==> src/rtl/core/sgl_pkg.sv <==
// ----------------------------------------------------------------------------
// sgl_pkg: shared types and constants for the signed 128-bit gcd/lcm unit
// Beat structs for both channels, the classified job passed front to back,
// and the back-end sequencer states.
// ----------------------------------------------------------------------------
package sgl_pkg;

	localparam int unsigned WordW = 128;
	localparam int unsigned HalfW = 64;
	localparam int unsigned CntW  = 7;
	localparam int unsigned QueueDepthDef = 2;

	localparam logic MODE_GCD = 1'b0;
	localparam logic MODE_LCM = 1'b1;

	typedef struct packed {
		logic                    mode;
		logic signed [HalfW-1:0] a_hi;
		logic [HalfW-1:0]        a_lo;
		logic signed [HalfW-1:0] b_hi;
		logic [HalfW-1:0]        b_lo;
	} in_beat_t;

	typedef struct packed {
		logic signed [HalfW-1:0] result_hi;
		logic [HalfW-1:0]        result_lo;
		logic                    status;
	} out_beat_t;

	// Classified job: magnitudes plus early decisions from the front end
	typedef struct packed {
		logic             lcm;
		logic             done;
		logic             err;
		logic [WordW-1:0] mag_a;
		logic [WordW-1:0] mag_b;
	} job_t;

	typedef enum logic [2:0] {
		ST_IDLE,
		ST_EUCLID,
		ST_DIV,
		ST_MUL,
		ST_OUT
	} state_t;

endpackage

==> src/rtl/core/sgl_front.sv <==
// ----------------------------------------------------------------------------
// sgl_front: input classification
// Takes an operand beat, forms magnitudes and settles the special cases
// (minimum value, zeros) before the job enters the queue.
// ----------------------------------------------------------------------------
module sgl_front (
	input  sgl_pkg::in_beat_t beat,
	output sgl_pkg::job_t     job
);
	import sgl_pkg::*;

	logic [WordW-1:0] a, b;
	logic a_min, b_min, a_zero, b_zero, gerr;

	assign a = {beat.a_hi, beat.a_lo};
	assign b = {beat.b_hi, beat.b_lo};

	// Special-case detection
	assign a_min  = (a == {1'b1, {(WordW-1){1'b0}}});
	assign b_min  = (b == {1'b1, {(WordW-1){1'b0}}});
	assign a_zero = (a == '0);
	assign b_zero = (b == '0);
	assign gerr   = (a_min && (b_zero || b_min)) || (b_min && a_zero);

	always_comb begin
		job.lcm   = (beat.mode == MODE_LCM);
		job.mag_a = a[WordW-1] ? (~a + 1'b1) : a;
		job.mag_b = b[WordW-1] ? (~b + 1'b1) : b;
		job.done  = 1'b0;
		job.err   = 1'b0;
		if (beat.mode == MODE_LCM && (a_zero || b_zero)) begin
			job.done = 1'b1;
		end else if (gerr) begin
			job.done = 1'b1;
			job.err  = 1'b1;
		end
	end

endmodule

==> config.mk <==
export PLATFORM = sky130hd
export DESIGN_NAME = sgl_front
export DESIGN_NICKNAME = d
export VERILOG_FILES = /design/src/rtl/core/sgl_pkg.sv /design/src/rtl/core/sgl_front.sv
export SDC_FILE = /design/constraint.sdc
export NUM_CORES = 1
export LEC_CHECK = 0
export ABC_AREA = 1
export BUFFER_PORTS_ARGS = -buffer_cell sky130_fd_sc_hd__buf_2
export CORE_AREA = 2 2 203 205
export DETAILED_ROUTE_END_ITERATION = 8
export DIE_AREA = 0 0 205 207
export PLACE_DENSITY_LB_ADDON = 0.1
export REMOVE_ABC_BUFFERS = 1
export SYNTH_ARGS = -nofsm -noshare
export SYNTH_HDL_FRONTEND = slang
export SYNTH_SLANG_ARGS = --single-unit
==> constraint.sdc <==
create_clock -name vclk -period 2.54
set_input_delay 0.508 -clock vclk [all_inputs]
set_output_delay 0.508 -clock vclk [all_outputs]
set_load 0.02 [all_outputs]
==> impl_metrics.env, run 1 <==
export IMPL_avgRoutedWirePerCell_microns=20.8
export IMPL_grt_usage=0.357
export IMPL_ys_warnings_count=0
export IMPL_vdd_ir_drop_worst_uv=132
export IMPL_grt_overflow_total=0
export IMPL_routed_wl_mm=82.8
export IMPL_worstSetupPathType="in -> out"
export IMPL_required_ns=2.03
export IMPL_synth_compound_area_frac=0.0706
export IMPL_final_nets=3707
export IMPL_die_area_sq_um=42400
export IMPL_layout_worst_path_cycle_share=1.06
export IMPL_place_congestion=1.04
export IMPL_outcome="finished, violations left"
export IMPL_holdWs_ns=1.26
export IMPL_critPathSlowestCell="a21oi_4"
export IMPL_syn_avg_cell_area_sq_um=4.77
export IMPL_power_density_nw_per_um2=159
export IMPL_crit_path_max_fanout=4
export IMPL_hold_path_depth=2
export IMPL_fin_ws_ns=-0.155
export IMPL_synth_cells=2138
export IMPL_first_pass_iters=5
export IMPL_relSlewSlack=0.757
export IMPL_finalHoldViolCount=0
export IMPL_cp_start_kind="primary input"
export IMPL_cp_num_buf_inv=4
export IMPL_core_sq_um=40400
export IMPL_path_depth=13
export IMPL_netlist_area_sq_um=10200
export IMPL_min_delay_worst_endpoint="job[0]"
export IMPL_crit_path_max_incr_delay_ns=0.23
export IMPL_min_from="beat[0]"
export IMPL_route_detailed_drc=0
export IMPL_fp_dieW_microns=205
export IMPL_slew_viol_final=0
export IMPL_dp_hpwl_mm=68.7
export IMPL_holdCritPathClass="in -> out"
export IMPL_nClkBuffers=0
export IMPL_vias_per_cell=4.96
export IMPL_rows=74
export IMPL_ios=516
export IMPL_synth_area_mux_share=0
export IMPL_via_count=19756
export IMPL_synth_top_area_frac=0.250
export IMPL_yosys_area_share_simple=0.659
export IMPL_cp_top_family="simple AND/OR/NAND/NOR gates"
export IMPL_worstPathCellList="buf_8, inv_8, ha_4, nand3_4, nor2_4, nand2_4, o21ai_4, nand2_4, a21oi_4, buf_12, nand3_1, nand2_2, buf_6"
export IMPL_fmax_mhz=371
export IMPL_endpoint_kind="primary output"
export IMPL_fin_cells=3980
export IMPL_yosys_top_cells_count="nand2_1 (679), nor2_1 (450), inv_1 (287), nand3_1 (173), xor2_1 (149)"
export IMPL_synth_top_area_cell="nand2_1"
export IMPL_drt_iter0_markers=998
export IMPL_nFillCells=3649
export IMPL_finalSetupViolCount=114
export IMPL_die_h_microns=207
export IMPL_min_period_ns=2.70
export IMPL_drive_gt1_frac=0.706
export IMPL_area_delta_synth_final_pct=161
export IMPL_final_util=0.658
export IMPL_grt_max_degree=57
export IMPL_post_synth_top_count_cell="nand2_1"
export IMPL_violations="setup timing"
export IMPL_cts_hold_buf=0
export IMPL_grt_pass1_vias=19495
export IMPL_synthXorXnorAreaFrac=0.142
export IMPL_leakage_nw=12.5
export IMPL_crit_top_cell="nand2_4"
export IMPL_antenna_found_initial=2
export IMPL_synth_distinct_cells=40
export IMPL_synth_top_family_by_area="simple AND/OR/NAND/NOR gates"
export IMPL_maxCapViolCount=0
export IMPL_ant_nets=0
export IMPL_place_inst=3846
export IMPL_layout_area_seq_sq_um=0
export IMPL_grt_pass1_wl_mm=115
export IMPL_worst_pin_slew_ns=0.365
export IMPL_synthAdderAreaFrac=0.00245
export IMPL_cp_arrival_ns=2.19
export IMPL_seq_area_frac_synth=0
export IMPL_multi_input_area_sq_um=13500
export IMPL_numPortBuffers=516
export IMPL_start_util=0.253
export IMPL_rsz0062_at_grt="yes"
export IMPL_seq_cell_count=0
export IMPL_ys_top_cells_by_area="nand2_1 (25%), nor2_1 (17%), xor2_1 (13%), inv_1 (11%), nand3_1 (8.5%)"
-- what timing repair did --
item | 4_1_cts | 5_1_grt
endpoints found under the hold margin | 0 | 0
gates resized for setup | 982 | 1080
cloned | 1 | 0
pin swaps | 284 | 477
setup buffers | 71 | 74
setup endpoints to repair | 198 | 210
-- cell families (layout without fill, tap and decap cells) --
family / count (synthesis) / count (layout)
xor+xnor: 163 / 163
compound gates: 112 / 112
simple gates: 1536 / 1537
buf+inv: 325 / 1632
fa+ha+maj: 2 / 2
other cells: 0 / 2
-- layer usage --
| layer | part of all wire | global-route usage | wire length [microns] |
|---|---|---|---|
| met4 | 0.062 | 0.142 | 5150 |
| met5 | 0 | 0 | 0 |
| met1 | 0.39 | 0.428 | 32000 |
| met2 | 0.50 | 0.661 | 41500 |
| met3 | 0.049 | 0.0159 | 4080 |
-- layout by cell type, fill, tap and decap left out, types with 24 or more instances in the layout --
master,Yosys,routed
buf_4,8,731
nand2_1,679,353
buf_6,1,310
nand2_2,17,267
buf_2,22,247
nor2_4,18,202
nor2_2,27,159
nor2_1,450,134
inv_1,287,127
nand4_1,119,119
nand3_1,173,101
inv_2,3,100
xor2_1,149,96
nand2_4,6,80
inv_4,0,54
nand3_2,6,44
xor2_2,2,40
nand3_4,2,36
o21ai_2,10,28
buf_12,0,28
buf_8,0,24
-- how the worst max path moves through the flow --
| stage | to | from |
|---|---|---|
| floorplan | job[186] | beat[129] |
| finish | job[242] | beat[129] |
| CTS | job[92] | beat[1] |
| detailed placement | job[166] | beat[128] |
| global route | job[68] | beat[0] |
| global placement | job[255] | beat[211] |
-- through the flow --
stage	total power, mW	setup WS (ns)	setup TNS (ns)	area, sq um
after floorplan	1.30	0.0379	0	10000
after global routing	4.40	-0.230	-15.45	26600
after detailed placement	3.06	-0.535	-40.97	18700
after global placement	3.07	-0.498	-40.75	18700
after CTS	3.59	-0.106	-4.09	22500
final	4.21	-0.155	-5.17	26600
-- report_power, final --
group / total [mW] / internal (mW) / switching, mW
clock network: 0.000000105 / 0.000000105 / 0
registers: 0 / 0 / 0
logic: 4.21 / 1.84 / 2.37
total: 4.21 / 1.84 / 2.37
-- cell type report --
type                            count  share of cell area
Tap cell                          532              0.0251
Inverter                          290              0.0479
Antenna cell                        2            0.000188
Timing Repair Buffer             1342               0.420
Multi-Input combinational cell   1814               0.506
Note: power is estimated with default switching activity, not from simulation.
==> inputs of run 2 (changes only) <==
Settings changed: PLACE_DENSITY_LB_ADDON 0.1 to unset.
==> run 2 against run 1 <==
The flow still finishes with violations (setup timing). Die area unchanged. Count of clock-buffer cells in the layout unchanged. Via count up 4.0%. Global-route usage down 0.73 points. Worst hold slack better by 0.0018 ns. Sequential cell count unchanged. Wire length up 1.9%. Maximum frequency down 1.4%. Cell count down 0.75%. Cell area down 2.9%. Core utilization down 1.9 points. Sequential share of layout area unchanged. Critical endpoint is now job[232]. Highest routed layer is now met5.
==> impl_metrics.env, run 2 (synthesized netlist as in run 1, its figures left out) <==
export IMPL_outcome="finished, violations left"
export IMPL_violations="setup timing"
export IMPL_rsz0062_at_grt="yes"
export IMPL_via_count=20539
export IMPL_place_area_sq_um=18500
export IMPL_worstPathCellList="buf_8, inv_8, ha_4, nand3_4, nor2_4, nand2_4, nor2_4, buf_6, nand2_8, o21ai_4, nand3_1, nand2_1, nand2_1, buf_6"
export IMPL_finalSetupViolCount=167
export IMPL_slew_viol_final=0
export IMPL_numPortBuffers=516
export IMPL_first_pass_iters=6
export IMPL_grt_pass1_vias=19211
export IMPL_nClkBuffers=0
export IMPL_required_ns=2.03
export IMPL_seq_cell_count=0
export IMPL_final_util=0.639
export IMPL_fin_ws_ns=-0.194
export IMPL_drt_iter0_markers=1703
export IMPL_place_ws_ns=-0.509
export IMPL_endpoint_kind="primary output"
export IMPL_place_congestion=1.09
export IMPL_power_density_nw_per_um2=160
export IMPL_vdd_ir_drop_worst_uv=175
export IMPL_die_area_sq_um=42400
export IMPL_avgRoutedWirePerCell_microns=21.3
export IMPL_nFillCells=3451
export IMPL_p_total_mw=4.13
export IMPL_cts_hold_buf=0
export IMPL_relSlewSlack=0.676
export IMPL_worstSetupPathType="in -> out"
export IMPL_vias_per_cell=5.20
export IMPL_most_common_layout_cells="buf_4 (705), nand2_1 (369), buf_6 (303), buf_2 (263), nand2_2 (249)"
export IMPL_cp_arrival_ns=2.23
export IMPL_dp_hpwl_mm=67.2
export IMPL_routed_wl_mm=84.3
export IMPL_antenna_found_initial=2
export IMPL_ant_nets=0
export IMPL_grt_pass1_wl_mm=112
export IMPL_crit_path_max_incr_delay_ns=0.24
export IMPL_fp_dieW_microns=205
export IMPL_core_sq_um=40400
export IMPL_holdCritPathClass="in -> out"
export IMPL_fin_cells=3950
export IMPL_final_nets=3678
export IMPL_crit_path_max_fanout=5
export IMPL_mostFrequentLayoutCell="buf_4"
export IMPL_finalHoldViolCount=0
export IMPL_grt_max_degree=30
export IMPL_cp_start_kind="primary input"
export IMPL_layout_area_seq_sq_um=0
export IMPL_grt_overflow_total=0
export IMPL_worst_pin_slew_ns=0.481
export IMPL_layout_worst_path_cycle_share=1.08
export IMPL_die_h_microns=207
export IMPL_min_period_ns=2.73
export IMPL_route_detailed_drc=0
export IMPL_stdcell_area_sq_um=25800
export IMPL_place_inst=3822
export IMPL_fmax_mhz=366
export IMPL_start_util=0.253
export IMPL_leakage_nw=12.1
export IMPL_grt_usage=0.350
export IMPL_rows=74
export IMPL_critPathSlowestCell="o21ai_4"
export IMPL_drive_gt1_frac=0.680
export IMPL_ios=516
export IMPL_maxCapViolCount=0
export IMPL_area_delta_synth_final_pct=153
-- run 2: path summary, 6_finish.rpt --
| kind | cells after the start | start | endpoint |
|---|---|---|---|
| worst max-delay path | 14 | beat[129] | job[232] |
| worst min-delay path | 2 | beat[0] | job[0] |
-- run 2: repair_timing --
action	4_1_cts	5_1_grt
gates resized for setup	873	1018
endpoints found under the setup margin	192	201
pin swaps	262	458
gates cloned	1	0
setup buffers	64	80
-- run 2: per-stage QoR --
stage	setup TNS, ns	hold WS [ns]
5_1_grt	-24.45	1.27
3_5_place_dp	-34.67	1.27
3_3_place_gp	-33.98	1.27
6_report	-14.41	1.26
4_1_cts	-2.94	1.26
2_1_floorplan	0	1.02
-- run 2: cell type report --
type | count | area, sq um | area share
multi-input cells | 1814 | 13100 | 0.509
repair buffers | 1313 | 10800 | 0.417
well taps | 532 | 666 | 0.0258
inverters | 290 | 1220 | 0.0474
diodes | 1 | 2.50 | 0.0000970
-- run 2: power breakdown --
group	total (mW)	switching [mW]	internal (mW)	leakage, nW
clock	0.0000000528	0	0.0000000528	0.00000634
combinational	4.13	2.36	1.77	12.1
sequential	0	0	0	0
-- run 2: layer usage --
layer	part of all wire	routed length [microns]	vias up	global-route usage
met5	0.00021	18	-	0
li1	-	-	9275	-
met3	0.080	6770	340	0.0275
met2	0.49	41000	1324	0.624
met1	0.35	29200	9598	0.394
met4	0.086	7270	2	0.237
-- run 2: critical path, delay by kind of cell --
family	cells	cell delay (ns)
AND/OR/NAND/NOR	8	0.87
buffers and inverters	4	0.45
AO/OA/AOI/OAI	1	0.24
adder cells (fa/ha/maj)	1	0.15
