File: config.mk
export PLATFORM = sky130hd
export DESIGN_NAME = sgl_queue
export DESIGN_NICKNAME = d
export VERILOG_FILES = /design/src/rtl/core/sgl_pkg.sv /design/src/rtl/core/sgl_queue.sv
export SDC_FILE = /design/constraint.sdc
export NUM_CORES = 1
export LEC_CHECK = 0
export BUFFER_PORTS_ARGS = -buffer_cell sky130_fd_sc_hd__buf_2
export CORE_MARGIN = 1
export CORE_UTILIZATION = 40
export CTS_BUF_LIST = sky130_fd_sc_hd__clkbuf_4
export DETAILED_ROUTE_END_ITERATION = 8
export PLACE_DENSITY = 0.7
export SLEW_MARGIN = 20
export SYNTH_ARGS = -nofsm -noshare
export SYNTH_HDL_FRONTEND = slang
export SYNTH_SLANG_ARGS = --single-unit
File: constraint.sdc
create_clock -name clk -period 29.5 [get_ports clk]
set_input_delay 1.475 -clock clk [delete_from_list [all_inputs] [get_ports clk]]
set_output_delay 1.475 -clock clk [all_outputs]
set_load 0.005 [all_outputs]
File: src/rtl/core/sgl_pkg.sv
// ----------------------------------------------------------------------------
// sgl_pkg: shared types and constants for the signed 128-bit gcd/lcm unit
// Beat structs for both channels, the classified job passed front to back,
// and the back-end sequencer states.
// ----------------------------------------------------------------------------
package sgl_pkg;

	localparam int unsigned WordW = 128;
	localparam int unsigned HalfW = 64;
	localparam int unsigned CntW  = 7;
	localparam int unsigned QueueDepthDef = 2;

	localparam logic MODE_GCD = 1'b0;
	localparam logic MODE_LCM = 1'b1;

	typedef struct packed {
		logic                    mode;
		logic signed [HalfW-1:0] a_hi;
		logic [HalfW-1:0]        a_lo;
		logic signed [HalfW-1:0] b_hi;
		logic [HalfW-1:0]        b_lo;
	} in_beat_t;

	typedef struct packed {
		logic signed [HalfW-1:0] result_hi;
		logic [HalfW-1:0]        result_lo;
		logic                    status;
	} out_beat_t;

	// Classified job: magnitudes plus early decisions from the front end
	typedef struct packed {
		logic             lcm;
		logic             done;
		logic             err;
		logic [WordW-1:0] mag_a;
		logic [WordW-1:0] mag_b;
	} job_t;

	typedef enum logic [2:0] {
		ST_IDLE,
		ST_EUCLID,
		ST_DIV,
		ST_MUL,
		ST_OUT
	} state_t;

endpackage

File: src/rtl/core/sgl_queue.sv
// ----------------------------------------------------------------------------
// sgl_queue: small job queue between front and back
// Register-based FIFO; decouples input acceptance from the arithmetic.
// ----------------------------------------------------------------------------
module sgl_queue #(
	parameter int unsigned Depth = sgl_pkg::QueueDepthDef
) (
	input  logic          clk,
	input  logic          arst_n,
	input  logic          wr,
	input  sgl_pkg::job_t wdata,
	output logic          full,
	input  logic          rd,
	output sgl_pkg::job_t rdata,
	output logic          empty
);
	import sgl_pkg::*;

	localparam int unsigned PtrW = (Depth > 1) ? $clog2(Depth) : 1;

	job_t            mem_q [Depth];
	logic [PtrW-1:0] wp_q, rp_q;
	logic [PtrW:0]   cnt_q;

	assign full  = (cnt_q == (PtrW+1)'(Depth));
	assign empty = (cnt_q == '0);
	assign rdata = mem_q[rp_q];

	// Storage
	always_ff @(posedge clk) begin
		if (wr && !full) begin
			mem_q[wp_q] <= wdata;
		end
	end

	// Pointers and fill count
	always_ff @(posedge clk or negedge arst_n) begin
		if (!arst_n) begin
			wp_q  <= '0;
			rp_q  <= '0;
			cnt_q <= '0;
		end else begin
			if (wr && !full) begin
				wp_q <= (wp_q == PtrW'(Depth-1)) ? '0 : wp_q + 1'b1;
			end
			if (rd && !empty) begin
				rp_q <= (rp_q == PtrW'(Depth-1)) ? '0 : rp_q + 1'b1;
			end
			cnt_q <= cnt_q + (PtrW+1)'(wr && !full) - (PtrW+1)'(rd && !empty);
		end
	end

endmodule

==> results.yml, run 1 <==
grt:
  antenna_found_initial: 10
  grt-ovfl-total: 0
  first_global_vias: 10900
  grt_max_degree: 78
  grt_usage_pct: 15.91
  grt_pass1_wl_mm: 59.55
clock_network:
  ctsResizeCount: 0
  path_clk_slew_ns: 0.06
  tritoncts: "yes"
  cts_setup_buffers: 0
  clockBufferDepth: 3
  cts-root-buf: "clkbuf_4"
  clock_latency_ns: 0.94
  numCtsBuffers: 136
  cts_sinks: 522
  ctsHoldBuffers: 0
  h-tree-depth: 4
finish:
  nets: 1732
  drive_above_1_share_pct: 64.63
  area_delta_synth_final_pct: 25.20
logic_synthesis:
  synth.most_common_cell: "edfxtp_1"
  synth_fp_nets: 1089
  syn_area_sq_um: 19710
  synth_cell_types: 15
  synth_seq_cells: 522
  synth-main-ff-cell: "edfxtp_1"
  synth_top_cell_by_area: "edfxtp_1"
  synth-warning-count: 0
  netlist.area_leader.share_pct: 78.92
  synth_edf_count: 518
  syn_avg_cell_area_sq_um: 23.92
  synth_cells: 824
  ys_async_sr_fraction_pct: 0.7663
  synth_commonest_cells: "518 x edfxtp_1, 200 x mux2_4, 59 x mux2_2"
  synth.area.top_cells: "edfxtp_1 79%, mux2_4 15%, mux2_2 3.4%"
  ys_seq_area_share_pct: 79.43
sta:
  fin_setup_tns_ns: 0
  rsz0062_at_grt: "no"
  period_needed_ns: 5.558
  setup_viol_count_final: 0
  hold_violations: 0
  slew_violations: 0
  fin_skew_ns: 0.04054
  worst_slew_pin_slew_ns: 1.065
  setup_ws_ns: 23.94
  clock.fmax_ghz: 0.1799
  slew_headroom_pct: 28.98
  min_period_over_period_pct: 18.84
floorplan:
  io_pins: 524
  dieWidth_um: 224.0
  initial_utilization_pct: 40.94
  rows: 80
  core-area_sq_um: 48150
  die_h_um: 224.0
  die_area_sq_um: 50160
critical_path:
  rrSetupSlack_ns: 25.88
  regToRegStartpoint: "cnt_q[0]"
  arrival_ns: 4.08
  crit_top_cell: "buf_4"
  endpoint_kind: "output pin"
  crit_type: "flop to output pin"
  slowest_stage: "buf_4"
  crit_required_ns: 28.02
  max_stage_delay_ns: 0.94
  reg2reg_depth: 4
  cp_top_family: "buffers and inverters"
  worstPathMaxFanout: 59
  worstPathCellList: "buf_4 -> buf_4 -> mux2_4 -> buf_2"
  cp_num_buf_inv: 3
  reg2reg_to: "mem_q[1][70]"
  worstSetupStartpointType: "flop"
power:
  p_per_area_nw_per_um2: 96.73
  ir_drop_mv: 0.05928
  p_leak_uw: 0.009898
detailed_routing:
  viasPerCell: 4.580
  finalWirelength_mm: 40.55
  dr.first_iter.drc_count: 501
  wire_per_inst_um: 18.25
  drc: 0
  firstDrtPassIters: 4
  vias: 10180
  antenna_left: 0
hold_path:
  min_path_type: "input port to async pin"
placement:
  port_buffers: 523
  place.gp.congestion: 0.7929
  hpwlAfterDp_mm: 27.36
  place_ws_ns: 24.81
flow_run:
  maxCapViolCount: 0
outcome:
  status: "complete, no violations"
==> layout make-up <==
| class | count | area, sq um |
|---|---|---|
| fillers | 3970 | 23470 |
| diodes | 8 | 20.02 |
| inverters | 2 | 7.507 |
| clock buffers | 189 | 1419 |
| multi-input cells | 271 | 3770 |
| clock inverters | 40 | 280.3 |
| flip-flops and latches | 522 | 15660 |
| repair buffers | 534 | 2700 |
| well taps | 656 | 820.8 |
==> layout by cell type, fill, tap and decap left out <==
master	synthesis	final
nand2b_1	1	1
edfxtp_1	518	518
buf_2	6	523
inv_1	2	2
clkinv_1	0	18
dfrtp_1	4	3
mux2_2	59	59
ha_1	2	2
inv_2	0	3
clkbuf_4	0	189
buf_4	0	11
and3_4	0	1
xor2_1	1	1
clkinv_4	0	5
mux2_4	200	200
nor2b_1	1	1
nor2_4	0	1
diode_2	0	8
xnor2_1	3	3
dfrtp_4	0	1
bufinv_16	0	3
nor2_1	2	1
clkinvlp_4	0	5
nand2_1	1	1
clkinv_2	0	6
==> flip-flops by register name, indices dropped and copies added, names as in the netlist <==
| signal | flops |
|---|---|
| mem_q | 518 |
| rp_q | 1 |
| cnt_q | 2 |
| wp_q | 1 |
==> metal layers <==
layer	vias to the layer above	track usage (%)	part of all wire, %
li1	4669	-	-
met1	5020	17.20	37
met2	410	26.81	52
met3	66	7.135	8.7
met4	12	7.026	1.9
met5	-	0	0.18
==> worst reg2reg max path: cells and delay by family, from the launching register on <==
kind	cells	cell delay, ns
DFF	1	0.36
buffers and inverters	2	1.85
and+or+nand+nor	2	0.87
==> through the flow <==
step	instance area, sq um	util (%)	std cells	hold slack (ns)	total power (uW)
floorplan	19710	-	824	0.4608	1604
CTS	24660	51.21	2214	0.1947	2429
finish	24680	51.25	2222	0.3463	2387
global route	24670	51.24	2219	0.2443	2509
global placement	22960	47.68	1985	0.4852	1796
detailed placement	22960	47.68	1985	0.4883	1810
==> power by group <==
| group | internal (uW) | switching [uW] |
|---|---|---|
| logic | 376 | 341 |
| clock network | 323 | 283 |
| registers | 1020 | 47.2 |
| total | 1720 | 672 |
==> logic make-up after synthesis <==
logic type | Yosys count | share of synthesized area [%]
XOR/XNOR | 4 | 0.1778
adder cells (fa/ha/maj) | 2 | 0.1269
buffers and inverters | 31 | 1.505
flip-flops | 522 | 79.43
multiplexers | 259 | 18.61
AND/OR/NAND/NOR | 6 | 0.1524
==> worst max path at each step <==
| stage | slack (ns) | startpoint | cells past startpoint | end |
|---|---|---|---|---|
| 2_1_floorplan | 16.32 | wr | 2 | mem_q[0][0] |
| 3_3_place_gp | 24.81 | wr | 4 | mem_q[1][76] |
| 3_5_place_dp | 24.81 | wr | 4 | mem_q[1][177] |
| 4_1_cts | 23.74 | rp_q | 4 | rdata[37] |
| 5_1_grt | 23.67 | rp_q | 4 | rdata[37] |
| 6_report | 23.94 | rp_q | 4 | rdata[135] |
No activity file was read; power rests on OpenSTA's default activity.
==> run 2: changes to the inputs <==
--- a/config.mk
+++ b/config.mk
@@ -10,7 +10,7 @@
 export CORE_UTILIZATION = 40
 export CTS_BUF_LIST = sky130_fd_sc_hd__clkbuf_4
 export DETAILED_ROUTE_END_ITERATION = 8
-export PLACE_DENSITY = 0.7
+export PLACE_DENSITY = 0.73
 export SLEW_MARGIN = 20
 export SYNTH_ARGS = -nofsm -noshare
 export SYNTH_HDL_FRONTEND = slang
==> constraint.sdc (replaced) <==
create_clock -name clk -period 4.7 [get_ports clk]
set_input_delay 0.235 -clock clk [delete_from_list [all_inputs] [get_ports clk]]
set_output_delay 0.235 -clock clk [all_outputs]
set_load 0.005 [all_outputs]
==> results.yml, run 2 <==
clock_network:
  cts_sinks: 522
  cts_setup_buffers: 0
  clockBufferDepth: 3
  ctsResizeCount: 0
  numCtsBuffers: 134
  h-tree-depth: 4
  cts-root-buf: "clkbuf_4"
  ctsHoldBuffers: 446
floorplan:
  dieWidth_um: 224.0
  io_pins: 524
  initial_utilization_pct: 40.94
  rows: 80
  die_h_um: 224.0
logic_synthesis:
  synth_fp_nets: 1089
  synth_top_cell_by_area: "edfxtp_1"
  ys_async_sr_fraction_pct: 0.7663
  synth_edf_count: 518
  synth_cell_types: 15
  ys_seq_area_share_pct: 79.43
  synth-main-ff-cell: "edfxtp_1"
  synth_cells: 824
  synth_seq_cells: 522
  syn_area_sq_um: 19710
  synth.area.top_cells: "edfxtp_1 79%, mux2_4 15%, mux2_2 3.4%"
  synth_commonest_cells: "518 x edfxtp_1, 200 x mux2_4, 59 x mux2_2"
  synth-warning-count: 0
  synth.most_common_cell: "edfxtp_1"
  syn_avg_cell_area_sq_um: 23.92
  netlist.area_leader.share_pct: 78.92
outcome:
  status: "stopped before the end"
  error: "[ERROR RSZ-0060] Max buffer count reached."
  haltStage: "4_1_cts"
placement:
  place.gp.congestion: 0.7854
  hpwlAfterDp_mm: 28.71
  port_buffers: 523
-- run 2: cell counts after synthesis --
Identical to the previous run, type by type.
-- run 2: per-stage QoR --
stage	area (sq um)	std cells	util (%)	setup WS (ns)
after detailed placement	23190	1999	48.17	2.340
after global placement	23190	1999	48.17	2.365
after floorplan	19720	824	-	-0.1580
-- run 2: cells by family after synthesis --
logic type                 count (synthesis)  synth area share [%]
xor gates and xnor gates                   4                0.1778
buffers and inverters                     31                 1.505
adders and majority gates                  2                0.1269
and+or+nand+nor                            6                0.1524
DFF                                      522                 79.43
muxes                                    259                 18.61
==> run 3: changes to the inputs <==
--- a/config.mk
+++ b/config.mk
@@ -7,10 +7,9 @@
 export LEC_CHECK = 0
 export BUFFER_PORTS_ARGS = -buffer_cell sky130_fd_sc_hd__buf_2
 export CORE_MARGIN = 1
-export CORE_UTILIZATION = 40
-export CTS_BUF_LIST = sky130_fd_sc_hd__clkbuf_4
+export CORE_UTILIZATION = 25
 export DETAILED_ROUTE_END_ITERATION = 8
-export PLACE_DENSITY = 0.73
+export PLACE_DENSITY_LB_ADDON = 0.15
 export SLEW_MARGIN = 20
 export SYNTH_ARGS = -nofsm -noshare
 export SYNTH_HDL_FRONTEND = slang
==> constraint.sdc (replaced) <==
create_clock -name clk -period 6.1 [get_ports clk]
set_input_delay 0.305 -clock clk [delete_from_list [all_inputs] [get_ports clk]]
set_output_delay 0.305 -clock clk [all_outputs]
set_load 0.005 [all_outputs]
==> results.yml, run 3 (synthesis gave the netlist of run 1 again) <==
power:
  p_per_area_nw_per_um2: 436.8
  intPower_uw: 8817
  p_leak_uw: 0.01089
  p_comb_share_pct: 30.9
  p_switching_uw: 3378
  ir_drop_mv: 0.3226
  seqPwrFrac_pct: 41.9
  pwr-share-clk_pct: 27.3
  switching_share_pct: 27.70
  total_power_uw: 12200
hold_path:
  min_path_type: "input port to async pin"
clock_network:
  path_clk_slew_ns: 0.06
  tritoncts: "yes"
  h-tree-depth: 2
  clock_latency_ns: 0.60
  ctsResizeCount: 0
  cts_sinks: 522
  cts-root-buf: "clkbuf_16"
  ctsHoldBuffers: 260
  numCtsBuffers: 60
  clockBufferDepth: 3
  cts_setup_buffers: 0
detailed_routing:
  wire_per_inst_um: 16.97
  finalWirelength_mm: 46.45
  firstDrtPassIters: 4
  viasPerCell: 3.869
  antenna_left: 0
  dr.first_iter.drc_count: 371
  drc: 0
  vias: 10590
sta:
  slew_violations: 0
  clock.fmax_ghz: 0.3465
  fin_setup_tns_ns: 0
  slew_headroom_pct: 28.52
  min_period_over_period_pct: 47.32
  setup_viol_count_final: 0
  fin_skew_ns: 0.01165
  rsz0062_at_grt: "no"
  worst_slew_pin_slew_ns: 1.072
  hold_violations: 0
  period_needed_ns: 2.886
floorplan:
  core-area_sq_um: 77720
  dieWidth_um: 282.8
  io_pins: 524
  rows: 102
  die_area_sq_um: 79960
  die_h_um: 282.8
  initial_utilization_pct: 25.36
critical_path:
  reg2reg_depth: 4
  arrival_ns: 2.58
  crit_required_ns: 5.79
  rrSetupSlack_ns: 3.39
  slowest_stage: "dfrtp_4"
  crit_type: "flop to output pin"
  worstPathMaxFanout: 115
  worstPathCellList: "buf_12 -> mux2_2 -> buf_2"
  cp_num_buf_inv: 2
  reg2reg_to: "mem_q[1][244]"
  max_stage_delay_ns: 0.65
  worstSetupStartpointType: "flop"
  cp_top_family: "buffers and inverters"
  regToRegStartpoint: "cnt_q[0]"
  endpoint_kind: "output pin"
placement:
  port_buffers: 523
  place.gp.congestion: 0.6949
  hpwlAfterDp_mm: 29.68
flow_run:
  maxCapViolCount: 0
grt:
  grt_pass1_wl_mm: 66.68
  first_global_vias: 11210
  grt_max_degree: 151
  antenna_found_initial: 5
  grt-ovfl-total: 0
  grt_usage_pct: 10.96
finish:
  largest-register: "mem_q"
  nets: 1913
  drive_above_1_share_pct: 51.53
  reg.largest.list: "mem_q x518, cnt_q x2"
  layout_common_cells: "523 x buf_2, 518 x edfxtp_1, 260 x dlygate4sd3_1, 200 x mux2_4, 61 x clkbuf_16"
  layout_commonest_cell: "buf_2"
  largest_reg_flops: 518
  area_delta_synth_final_pct: 41.66
outcome:
  status: "complete, no violations"
-- run 3: worst max path at each step --
stage / start / endpoint / slack, ns / depth (start not counted)
detailed placement: cnt_q[1] / mem_q[1][95] / 3.44 / 3
CTS: rp_q / rdata[34] / 3.07 / 3
floorplan: cnt_q[1] / mem_q[0][0] / 1.20 / 3
finish: rp_q / rdata[29] / 3.21 / 3
global route: rp_q / rdata[34] / 3.05 / 3
global placement: cnt_q[1] / mem_q[1][226] / 3.41 / 3
-- run 3: power by group through the flow --
stage | logic [uW] | registers (uW) | clock network (uW)
final | 3760 | 5110 | 3320
after global routing | 4070 | 5180 | 3590
after CTS | 3890 | 5120 | 3460
after detailed placement | 3740 | 5190 | 0
after global placement | 3750 | 5160 | 0
after floorplan | 2340 | 5210 | 0
-- run 3: metal layers --
| layer | global-route usage [%] | vias up | part of all wire [%] |
|---|---|---|---|
| met1 | 12.86 | 5232 | 40 |
| met2 | 18.90 | 333 | 50 |
| met5 | 0 | - | 0.058 |
| li1 | - | 4948 | - |
| met3 | 3.573 | 73 | 7.5 |
| met4 | 3.410 | 4 | 2.3 |
-- run 3: worst register-to-register path: stages (launching register included) --
cell and delay, ns:
dfrtp_1 0.36, nand2b_1 0.16, and3_4 0.71, buf_12 0.35
buf_16 0.50
-- run 3: layout make-up --
class / count / area (sq um)
fillers: 7459 / 49800
repair buffers: 791 / 5363
multi-input cells: 271 / 3770
well taps: 1040 / 1301
clock buffers: 75 / 1579
flip-flops and latches: 522 / 15660
clock inverters: 33 / 234.0
diodes: 3 / 7.507
inverters: 2 / 7.507
-- run 3: stage by stage --
step	hold slack (ns)	cells	setup slack, ns	util [%]	cell area, sq um
finish	0.07792	2737	3.214	35.92	27920
global placement	0.1263	2365	3.408	30.20	23470
global route	0.04222	2737	3.047	35.92	27920
detailed placement	0.1298	2365	3.442	30.20	23470
CTS	0.02280	2733	3.068	35.88	27890
floorplan	0.009409	824	1.201	-	19720
==> run 4: changes to the inputs <==
--- a/config.mk
+++ b/config.mk
@@ -5,6 +5,7 @@
 export SDC_FILE = /design/constraint.sdc
 export NUM_CORES = 1
 export LEC_CHECK = 0
+export ABC_AREA = 1
 export BUFFER_PORTS_ARGS = -buffer_cell sky130_fd_sc_hd__buf_2
 export CORE_MARGIN = 1
 export CORE_UTILIZATION = 25
==> constraint.sdc (replaced) <==
create_clock -name clk -period 2.59 [get_ports clk]
set_input_delay 0.1295 -clock clk [delete_from_list [all_inputs] [get_ports clk]]
set_output_delay 0.1295 -clock clk [all_outputs]
set_load 0.005 [all_outputs]
==> results.yml, run 4 <==
clock_network:
  cts_setup_buffers: 0
  h-tree-depth: 2
  tritoncts: "yes"
  numCtsBuffers: 60
  path_clk_slew_ns: 0.06
  clockBufferDepth: 3
  cts_sinks: 522
  cts-root-buf: "clkbuf_16"
  clock_latency_ns: 0.62
floorplan:
  initial_utilization_pct: 25.23
  die_h_um: 278.6
  rows: 101
  die_area_sq_um: 77640
  dieWidth_um: 278.6
  core-area_sq_um: 75820
  io_pins: 524
logic_synthesis:
  synth_seq_cells: 522
  synthMuxAreaShare_pct: 0
  synth_commonest_cells: "790 x nand2_1, 518 x edfxtp_1, 27 x buf_2"
  ys_async_sr_fraction_pct: 0.7663
  syn_avg_cell_area_sq_um: 13.80
  synth_top_cell_by_area: "edfxtp_1"
  synth-warning-count: 0
  synth_compound_area_share_pct: 0
  synth.area.top_cells: "edfxtp_1 81%, nand2_1 15%, buf_6 1.3%"
  netlist.area_leader.share_pct: 81.30
  syn_area_sq_um: 19130
  synth-main-ff-cell: "edfxtp_1"
  synth_cells: 1386
  synth.most_common_cell: "nand2_1"
  synthXorXnorAreaFrac_pct: 0
  synth_cell_types: 12
  synth_fa_ha_area_share_pct: 0.1308
  synth_top_family_by_area: "simple AND/OR/NAND/NOR gates"
  synth-simple-area-share_pct: 15.60
  ys_seq_area_share_pct: 81.83
  synth_edf_count: 518
  synth_fp_nets: 1651
hold_path:
  hp-start: "wdata[27]"
  min_path_type: "input port to flop"
power:
  ir_drop_mv: 0.8115
  p_per_area_nw_per_um2: 1054
  p_leak_uw: 0.01163
detailed_routing:
  dr.first_iter.drc_count: 518
  met1_length_mm: 21.50
  vias: 13030
  dr.max_layer_used: "met5"
  antenna_left: 0
  met3_length_mm: 2.703
  met2WireLength_mm: 27.87
  firstDrtPassIters: 6
  viasPerCell: 4.018
  wire_per_inst_um: 16.48
  finalWirelength_mm: 53.46
  drc: 0
outcome:
  status: "complete, no violations"
placement:
  place.gp.congestion: 0.7734
  place_area_sq_um: 23010
  port_buffers: 523
  hpwlAfterDp_mm: 35.40
  dp.cells: 2868
  place_ws_ns: 0.7328
flow_run:
  maxCapViolCount: 0
grt:
  grt_usage_pct: 13.38
  antenna_found_initial: 1
  first_global_vias: 13460
  grt-ovfl-total: 0
  grt_pass1_wl_mm: 79.96
  grt_max_degree: 126
finish:
  layout_commonest_cell: "nand2_1"
  drive_above_1_share_pct: 28.87
  layout_common_cells: "788 x nand2_1, 523 x buf_2, 518 x edfxtp_1, 263 x dlygate4sd3_1, 60 x clkbuf_16"
  reg.largest.list: "mem_q x518, cnt_q x2"
  largest-register: "mem_q"
  nets: 2480
  postLayoutCellArea_sq_um: 27590
  largest_reg_flops: 518
  area_delta_synth_final_pct: 44.18
  layout.cells.non_filler: 3244
sta:
  clock.fmax_ghz: 0.4167
  slew_violations: 0
  period_needed_ns: 2.400
  setup_viol_count_final: 0
  hold_ws_ns: 0.2236
  min_period_over_period_pct: 92.67
  slew_headroom_pct: 50.61
  setup_ws_ns: 0.1900
  hold_violations: 0
  worst_slew_pin_slew_ns: 0.7408
  fin_skew_ns: 0.01449
  rsz0062_at_grt: "no"
critical_path:
  rrSetupSlack_ns: 0.80
  endpoint_kind: "output pin"
  worstPathMaxFanout: 62
  reg2reg_to: "mem_q[1][190]"
  worstSetupStartpoint: "rp_q"
  regToRegStartpoint: "cnt_q[1]"
  crit_end: "rdata[85]"
  worstSetupStartpointType: "flop"
  crit_required_ns: 2.46
  reg2reg_depth: 5
  arrival_ns: 2.27
  crit_type: "flop to output pin"
## run 4: cell types whose count changed after synthesis, sizes merged, moves of 5 or more
cell	previous run	this run
buf	29	52
clkbuf	0	5
inv	2	11
mux2	259	0
nand2	1	790
## run 4: cell type report
cell class                      count  area [sq um]
Antenna cell                        1         2.502
Multi-Input combinational cell    796          3027
Timing Repair Buffer              824          5685
Sequential cell                   522         15660
Inverter                           11         52.55
Clock buffer                       75          1558
Fill cell                        7479         48240
Clock inverter                     37         377.9
Tap cell                          978          1224
## run 4: cells by family after synthesis
| kind of cell | count (synthesis) |
|---|---|
| AND/OR/NAND/NOR | 794 |
| flip-flops | 522 |
| adder cells (fa/ha/maj) | 2 |
| buffers and inverters | 68 |
## run 4: critical path, cell delays in order (launching register included)
cell and delay [ns]:
dfrtp_4 0.57, inv_8 0.38, buf_12 0.28, nand2_1 0.08, nand2_1 0.13, buf_2 0.13
## run 4: layer usage
layer / vias to the layer above / track usage (%)
met5: - / 0
met4: 2 / 4.086
met3: 93 / 3.129
met2: 295 / 24.33
met1: 6287 / 15.47
li1: 6357 / -
## run 4: report_power, final
part / switching (uW) / total [uW] / internal (uW)
sequential: 416 / 11900 / 11500
combinational: 5710 / 8910 / 3200
clock: 3390 / 8270 / 4870
total: 9520 / 29100 / 19600
## run 4: worst min path at each step
stage | endpoint | slack (ns) | cells past startpoint
after global routing | mem_q[0][29] | 0.19 | 2
final | mem_q[1][27] | 0.22 | 2
after detailed placement | rp_q | -0.04 | 1
after global placement | wp_q | -0.03 | 1
after floorplan | cnt_q[0] | -0.17 | 0
after CTS | mem_q[0][27] | 0.16 | 2
## run 4: metrics by stage
stage,total power (uW),TNS (ns),util (%)
finish,29090,0,36.38
global route,30920,0,36.38
CTS,29770,0,36.38
detailed placement,20990,0,30.35
global placement,20960,0,30.35
floorplan,16720,-1159.97,-
## run 4: timing repair
action	CTS	global route
hold buffers	263	0
endpoints found under the hold margin	524	0
gates resized for setup	0	0
